**config.mk**
```make
export PLATFORM = sky130hd
export DESIGN_NAME = opwf_divider
export DESIGN_NICKNAME = d
export VERILOG_FILES = /design/src/rtl/opwf_divider.sv
export SDC_FILE = /design/constraint.sdc
export NUM_CORES = 1
export LEC_CHECK = 0
export BUFFER_PORTS_ARGS = -buffer_cell sky130_fd_sc_hd__buf_2
export CAP_MARGIN = 20
export CORE_MARGIN = 1.5
export CORE_UTILIZATION = 50
export CTS_CLUSTER_DIAMETER = 200
export DETAILED_ROUTE_END_ITERATION = 12
export PLACE_DENSITY = 0.81
export RECOVER_POWER = 50
export SYNTH_ARGS = -nofsm -noshare
export SYNTH_HDL_FRONTEND = slang
export SYNTH_SLANG_ARGS = --single-unit
```
**constraint.sdc**
```tcl
create_clock -name clock -period 2.75 [get_ports clock]
set_clock_uncertainty 0.05 [all_clocks]
set_input_delay 0.4125 -clock clock [delete_from_list [all_inputs] [get_ports clock]]
set_output_delay 0.4125 -clock clock [all_outputs]
set_load 0.01 [all_outputs]
```
**src/rtl/opwf_divider.sv**
```systemverilog
// Restoring divider, one quotient bit per cycle, used for the three mean divisions.
// Self-contained; depends on no package.
module opwf_divider #(
   parameter int NUM_W = 48,
   parameter int DEN_W = 32
) (
   input  logic             clock,
   input  logic             reset,
   input  logic             go,
   input  logic [NUM_W-1:0] numer,
   input  logic [DEN_W-1:0] denom,
   output logic             done,
   output logic [NUM_W-1:0] quot
);
   localparam int CW = $clog2(NUM_W + 1);

   logic [NUM_W-1:0] q_ff, q_in;
   logic [DEN_W:0]   r_ff, r_in;
   logic [DEN_W-1:0] d_ff, d_in;
   logic [CW-1:0]    cnt_ff, cnt_in;
   logic             run_ff, run_in, done_ff, done_in;
   logic [DEN_W:0]   trial;

   // One shift-subtract step per cycle.
   always_comb begin
      q_in = q_ff; r_in = r_ff; d_in = d_ff; cnt_in = cnt_ff;
      run_in = run_ff; done_in = 1'b0;
      trial = {r_ff[DEN_W-1:0], q_ff[NUM_W-1]};
      if (go) begin
         q_in = numer; r_in = '0; d_in = denom;
         cnt_in = CW'(NUM_W); run_in = 1'b1;
      end else if (run_ff) begin
         q_in = {q_ff[NUM_W-2:0], 1'b0};
         if (trial >= {1'b0, d_ff}) begin
            r_in = trial - {1'b0, d_ff};
            q_in[0] = 1'b1;
         end else begin
            r_in = trial;
         end
         cnt_in = cnt_ff - 1'b1;
         if (cnt_ff == CW'(1)) begin
            run_in = 1'b0; done_in = 1'b1;
         end
      end
   end

   always_ff @(posedge clock) begin
      q_ff <= q_in; r_ff <= r_in; d_ff <= d_in; cnt_ff <= cnt_in;
      if (reset) begin
         run_ff <= 1'b0; done_ff <= 1'b0;
      end else begin
         run_ff <= run_in; done_ff <= done_in;
      end
   end

   assign done = done_ff;
   assign quot = q_ff;
endmodule

```
== Word level (Yosys, flattened, before mapping) ==
Index checks and enable logic that the tools add are counted.
Cells by class
  order comparisons: 1
  mux-type cells: 8
  reductions and logical operators: 2
  div/mod/pow operators: 0
  equal/unequal tests: 1
  add/subtract/negate cells: 2
  shift-type cells: 0
  multipliers: 0
  bitwise operators: 1
Operator list (count)
  48-bit two-way mux: 2
  33-bit by 32-bit greater-or-equal comparator with 1-bit output: 1
  32-bit two-way mux: 1
  32-bit subtractor: 1
  6-bit by 1-bit equality test with 1-bit output (second input constant): 1
  6-bit by 1-bit subtractor with 6-bit output (second input constant): 1
  1-bit two-way mux: 5
  3-bit OR reduction: 1
  2-bit nonzero test: 1
  1-bit inverter: 1
Word-level totals
  bits of input ports: 83
  RAM bits: 0
  output and inout port bits: 49
  memories: 0
  latch bits: 0
  word-level logic and storage cells: 21
  flip-flop bits (word level): 120
  bits in read-only memories: 0

== Logic depth before layout (Yosys ltp) ==
  depth after elaboration: 4
  mapped depth: 14
  gate-level depth less buffers: 12

== Worst setup path after synthesis ==
OpenSTA, ideal clock, no wires.
  path type: flip-flop to flip-flop
  start point: register q_ff[47] (netlist: quot[47])
  end point: register r_ff[26]
  stages on the path, launching flop included: 13
  setup time: 0.120 ns
  arrival: 2.581 ns
  setup slack: -0.001 ns
  clock period less this slack: 2.751 ns
  required time: 2.580 ns
  path through: edfxtp_1 inv_1 ha_1 fa_1 nand2b_1 a211oi_1 o311ai_2 nand3_1 a41oi_2 o21bai_1 a21oi_1 xnor2_1 a211o_1
On the way
  longest elaborated chain between the ends: 2
  elaborated cells on any way between the ends: 3
  classes of those cells: add/sub (1); order compare (1); mux (1)
Ends and longest elaborated chain
  start, declared: line 17  | logic [NUM_W-1:0] q_ff, q_in;
  start signal, assigned: line 48  | q_ff <= q_in; r_ff <= r_in; d_ff <= d_in; cnt_ff <= cnt_in;
  32-bit subtractor / 33-bit by 32-bit greater-or-equal comparator with 1-bit output (equally long branches): line 35, 34
  32-bit two-way mux (*): line 34  | if (trial >= {1'b0, d_ff}) begin
  end signal, assigned: line 48
  end, declared: line 18  | logic [DEN_W:0] r_ff, r_in;
Mark *: on every way between the ends. The rest lies on a longest branch, timed or not.
A chain may end at the register's enable or synchronous reset.

== Final worst setup path ==
  start point: register d_ff[22]
  end point: register q_ff[0] (netlist: quot[0]) (data pin)
On the way
  longest elaborated chain between the ends: 4
Ends and longest elaborated chain
  start, declared: line 19  | logic [DEN_W-1:0] d_ff, d_in;
  start signal, assigned: line 48
  33-bit by 32-bit greater-or-equal comparator with 1-bit output: line 34
  1-bit two-way mux: line 34
  48-bit two-way mux: line 32  | end else if (run_ff) begin
  48-bit two-way mux: line 29  | if (go) begin
  named net q_in[0]: line 17
The timed path passes the listed nets, and every way through them passes these cells. The select of a mux whose other input is x is not followed.

==> qor.log <==
[outcome] run status complete, but fails checks
[outcome] violations in the final reports capacitance limit, slew limit
[floorplanning] Die Y 118.3 um
[placed_design] I/O Buffers 131
[sta] Rel. slew slack -0.1330
[sta] minimum clock period after layout 2.700 ns
[cts] clock tree buffer depth 2
[cts] number of clock sinks 120
[global_route] number of global-route vias before repair 5549
[final_layout] most used cells in the layout excluding fill and tap cells sky130_fd_sc_hd__buf_2, sky130_fd_sc_hd__edfxtp_1, sky130_fd_sc_hd__nand2_1
[critical_path] most frequent cell on the critical path sky130_fd_sc_hd__buf_4
[detailed_routing] Routed Wire Length 16520 um
[sta] max-slew violation count 34
[floorplanning] Die Footprint 14000 um2
[global_route] pin count of the biggest net entering global routing 51
[global_route] Most Used Layer, Global Route met2
[power_and_ir_drop] clock share of power 0.373
[critical_path] Req. time, crit path 2.87 ns
[synth] part of the Yosys area used for sequential elements 0.4817
[sta] final hold slack 0.1181 ns
[synth] post-synthesis instance total 616
[power_and_ir_drop] worst vdd ir 0.0005560 V
[cts] number of buffers inserted during clock tree synthesis 17
[synth] distinct cell type count of the synthesized netlist 68
[detailed_routing] antenna-violating nets left 0
[detailed_routing] violation count after the first detailed-routing iteration 346
[critical_path] startpoint type of the worst setup path register
[power_and_ir_drop] switching power as a share of total power 0.2917
[critical_path] slowest cell delay on critical path 0.37 ns
[detailed_routing] via count 5403
[detailed_routing] Initial DRT Pass Iterations 5
[placed_design] Routability Congestion 0.8819
[synth] ys async rst share 0
[detailed_routing] via density per instance 5.502
[final_layout] count of inserted antenna diode cells 0
[flow_run] max_cap viols 1
[floorplanning] Die W 118.3 um
[cts] library cell used as clock root buffer sky130_fd_sc_hd__clkbuf_16
[cts] H-tree levels 4
[global_route] global-route wire length before repair 26450 um
[floorplanning] Starting Density 0.5205
[detailed_routing] DRC violations left 0
[synth] mean instance size in the synthesized netlist 10.79 um2
[power_and_ir_drop] net switching power 1.720 mW
[cts] TritonCTS clock tree built
[final_layout] commonest non-fill, non-tap cell in the layout sky130_fd_sc_hd__buf_2
[synth] most used flip-flop cell after synthesis sky130_fd_sc_hd__edfxtp_1
[synth] mapped cell area 6649 um2
[power_and_ir_drop] ratio of total power to cell area 679.4 nW/um2
[floorplanning] count of standard-cell rows 41
[power_and_ir_drop] internal power 4.177 mW
[global_route] routing usage on met1 0.2783
[cts] number of hold buffers added after cts 0
[power_and_ir_drop] part of the total power dissipated in sequential elements 0.378
[sta] setup total negative slack 0 ns
[detailed_routing] average wire per standard cell 16.82 um
[floorplanning] area inside the core boundary 12770 um2
[critical_path] Critical Path End Type register
[final_layout] fillers 977
[final_layout] # nets final 915
[cts] clock input transition at the sequential cells of the worst setup and hold paths 0.06 ns
[global_route] GRT Total Usage 0.2354
[synth] post-synthesis sequential element count 120
[final_layout] Area growth syn-to-layout 30.54%
[sta] final critical-path share of the clock period 0.9817
[cts] Clock Latency Late Sink 0.42 ns
[synth] Post-synth EDFFs 80
[critical_path] cell-by-cell listing of the critical path inv_1, ha_4, a211oi_2, o21bai_1, a31oi_1, nand3_2, a211oi_4, buf_4, o21ai_2, buf_4, mux2_2
[critical_path] slowest cell on the critical path sky130_fd_sc_hd__edfxtp_1
[global_route] initial antenna violation count 0
[floorplanning] Top-Level Pins 132
[placed_design] post-DP HPWL 11580 um
[final_layout] share of layout cells above drive strength 1 0.3481
[sta] hold violation count in the final report 0
[critical_path] start-to-end type of the worst setup path register to register
[sta] Worst Max-Slew Pin Slew 1.700 ns
[critical_path] critical path peak fanout 4
[power_and_ir_drop] Comb power frac 0.248
[sta] RSZ-0062 raised after global routing true
[synth] synth warn 0
[synth] net count of the mapped netlist 734
[global_route] remaining global-route overflow 0
[sta] # setup viols final 0
[sta] top achievable clock speed 370.4 MHz
[critical_path] endpoint arrival time on the critical path 2.82 ns
[worst_hold_path] hold crit path type input port to register
[power_and_ir_drop] leakage power total 3.616 nW
[global_route] met2 usage in global routing 0.4073
[power_and_ir_drop] post-layout total power 5.897 mW
[global_route] grt met3 use 0.07239
-- flip-flops by register name (all words and copies together), names as in the netlist --
| signal | flops |
|---|---|
| cnt_ff | 6 |
| done | 1 |
| run_ff | 1 |
| d_ff | 32 |
| quot | 48 |
| r_ff | 32 |
-- synthesized netlist by cell type (15+ instances only) --
library cell,number,area share
sky130_fd_sc_hd__xnor2_1,16,0.021
sky130_fd_sc_hd__ha_1,34,0.064
sky130_fd_sc_hd__dfxtp_1,40,0.12
sky130_fd_sc_hd__inv_1,47,0.027
sky130_fd_sc_hd__mux2_2,48,0.081
sky130_fd_sc_hd__o21ai_1,18,0.014
sky130_fd_sc_hd__a21oi_1,27,0.020
sky130_fd_sc_hd__nand2_1,52,0.029
sky130_fd_sc_hd__xor2_1,15,0.020
sky130_fd_sc_hd__clkbuf_1,15,0.0085
sky130_fd_sc_hd__edfxtp_1,80,0.36
sky130_fd_sc_hd__nor2_1,42,0.024
sky130_fd_sc_hd__a211oi_1,28,0.032
sky130_fd_sc_hd__o21ai_0,22,0.017
-- power groups by stage --
stage	Sequential [mW]	Clock [mW]	Combinational, mW
2_1_floorplan	2.27	0	0.836
3_3_place_gp	2.25	0	1.26
3_5_place_dp	2.25	0	1.30
4_1_cts	2.22	2.23	1.33
5_1_grt	2.25	2.30	1.60
6_report	2.23	2.20	1.46
-- kinds of logic (layout without fill, tap and decap cells) --
| family | after synthesis | in the layout | synth area share |
|---|---|---|---|
| AO/OA/AOI/OAI | 155 | 156 | 0.1624 |
| XOR/XNOR | 31 | 31 | 0.04084 |
| adder cells (fa/ha/maj) | 35 | 35 | 0.06699 |
| AND/OR/NAND/NOR | 146 | 146 | 0.1054 |
| flip-flops | 120 | 120 | 0.4817 |
| buffers and inverters | 74 | 267 | 0.05081 |
| multiplexers | 55 | 55 | 0.09183 |
-- critical path: cells and delay by family, from the launching register on --
kind | cells | cell delay (ns)
AOI/OAI and AO/OA | 5 | 0.98
adders and majority gates | 1 | 0.22
buffers and inverters | 3 | 0.43
DFF | 1 | 0.37
muxes | 1 | 0.26
and+or+nand+nor | 1 | 0.16
-- final timing paths --
kind / from / end / slack, ns / depth (start not counted)
hold / removal: denom[13] / d_ff[13] / 0.12 / 1
hold reg to reg: r_ff[9] / r_ff[9] / 0.43 / 2
setup reg to reg: d_ff[22] / quot[0] / 0.05 / 11
setup / recovery: d_ff[22] / quot[0] / 0.05 / 11
-- final cells by class --
cell class,instances,area (um2),share of cell area
Multi-Input combinational cell,423,3376,0.3889
Sequential cell,120,3203,0.3690
Clock buffer,19,442.9,0.05103
Tap cell,172,215.2,0.02479
Clock inverter,13,145.1,0.01672
Timing Repair Buffer,187,1117,0.1287
Inverter,48,180.2,0.02076
-- timing repair --
action	in CTS	in global routing
cloned	0	3
setup buffers	2	5
endpoints found under the setup margin	13	33
resized for setup	6	43
pin swaps	7	15
-- stage by stage --
step / util / instances / worst slack [ns] / instance area [um2]
2_1_floorplan: - / 616 / 0.09250 / 6654
6_report: 0.6795 / 982 / 0.05027 / 8680
5_1_grt: 0.6795 / 982 / -0.07565 / 8680
3_3_place_gp: 0.6081 / 940 / -0.01165 / 7767
3_5_place_dp: 0.6081 / 940 / -0.08551 / 7767
4_1_cts: 0.6583 / 974 / -0.02277 / 8409
-- layer usage --
| layer | vias to the layer above | part of all wire |
|---|---|---|
| met4 | 0 | 0.020 |
| met1 | 2552 | 0.41 |
| met3 | 27 | 0.067 |
| met5 | - | 0 |
| met2 | 196 | 0.50 |
| li1 | 2628 | - |
No activity file was read; power rests on OpenSTA's default activity.
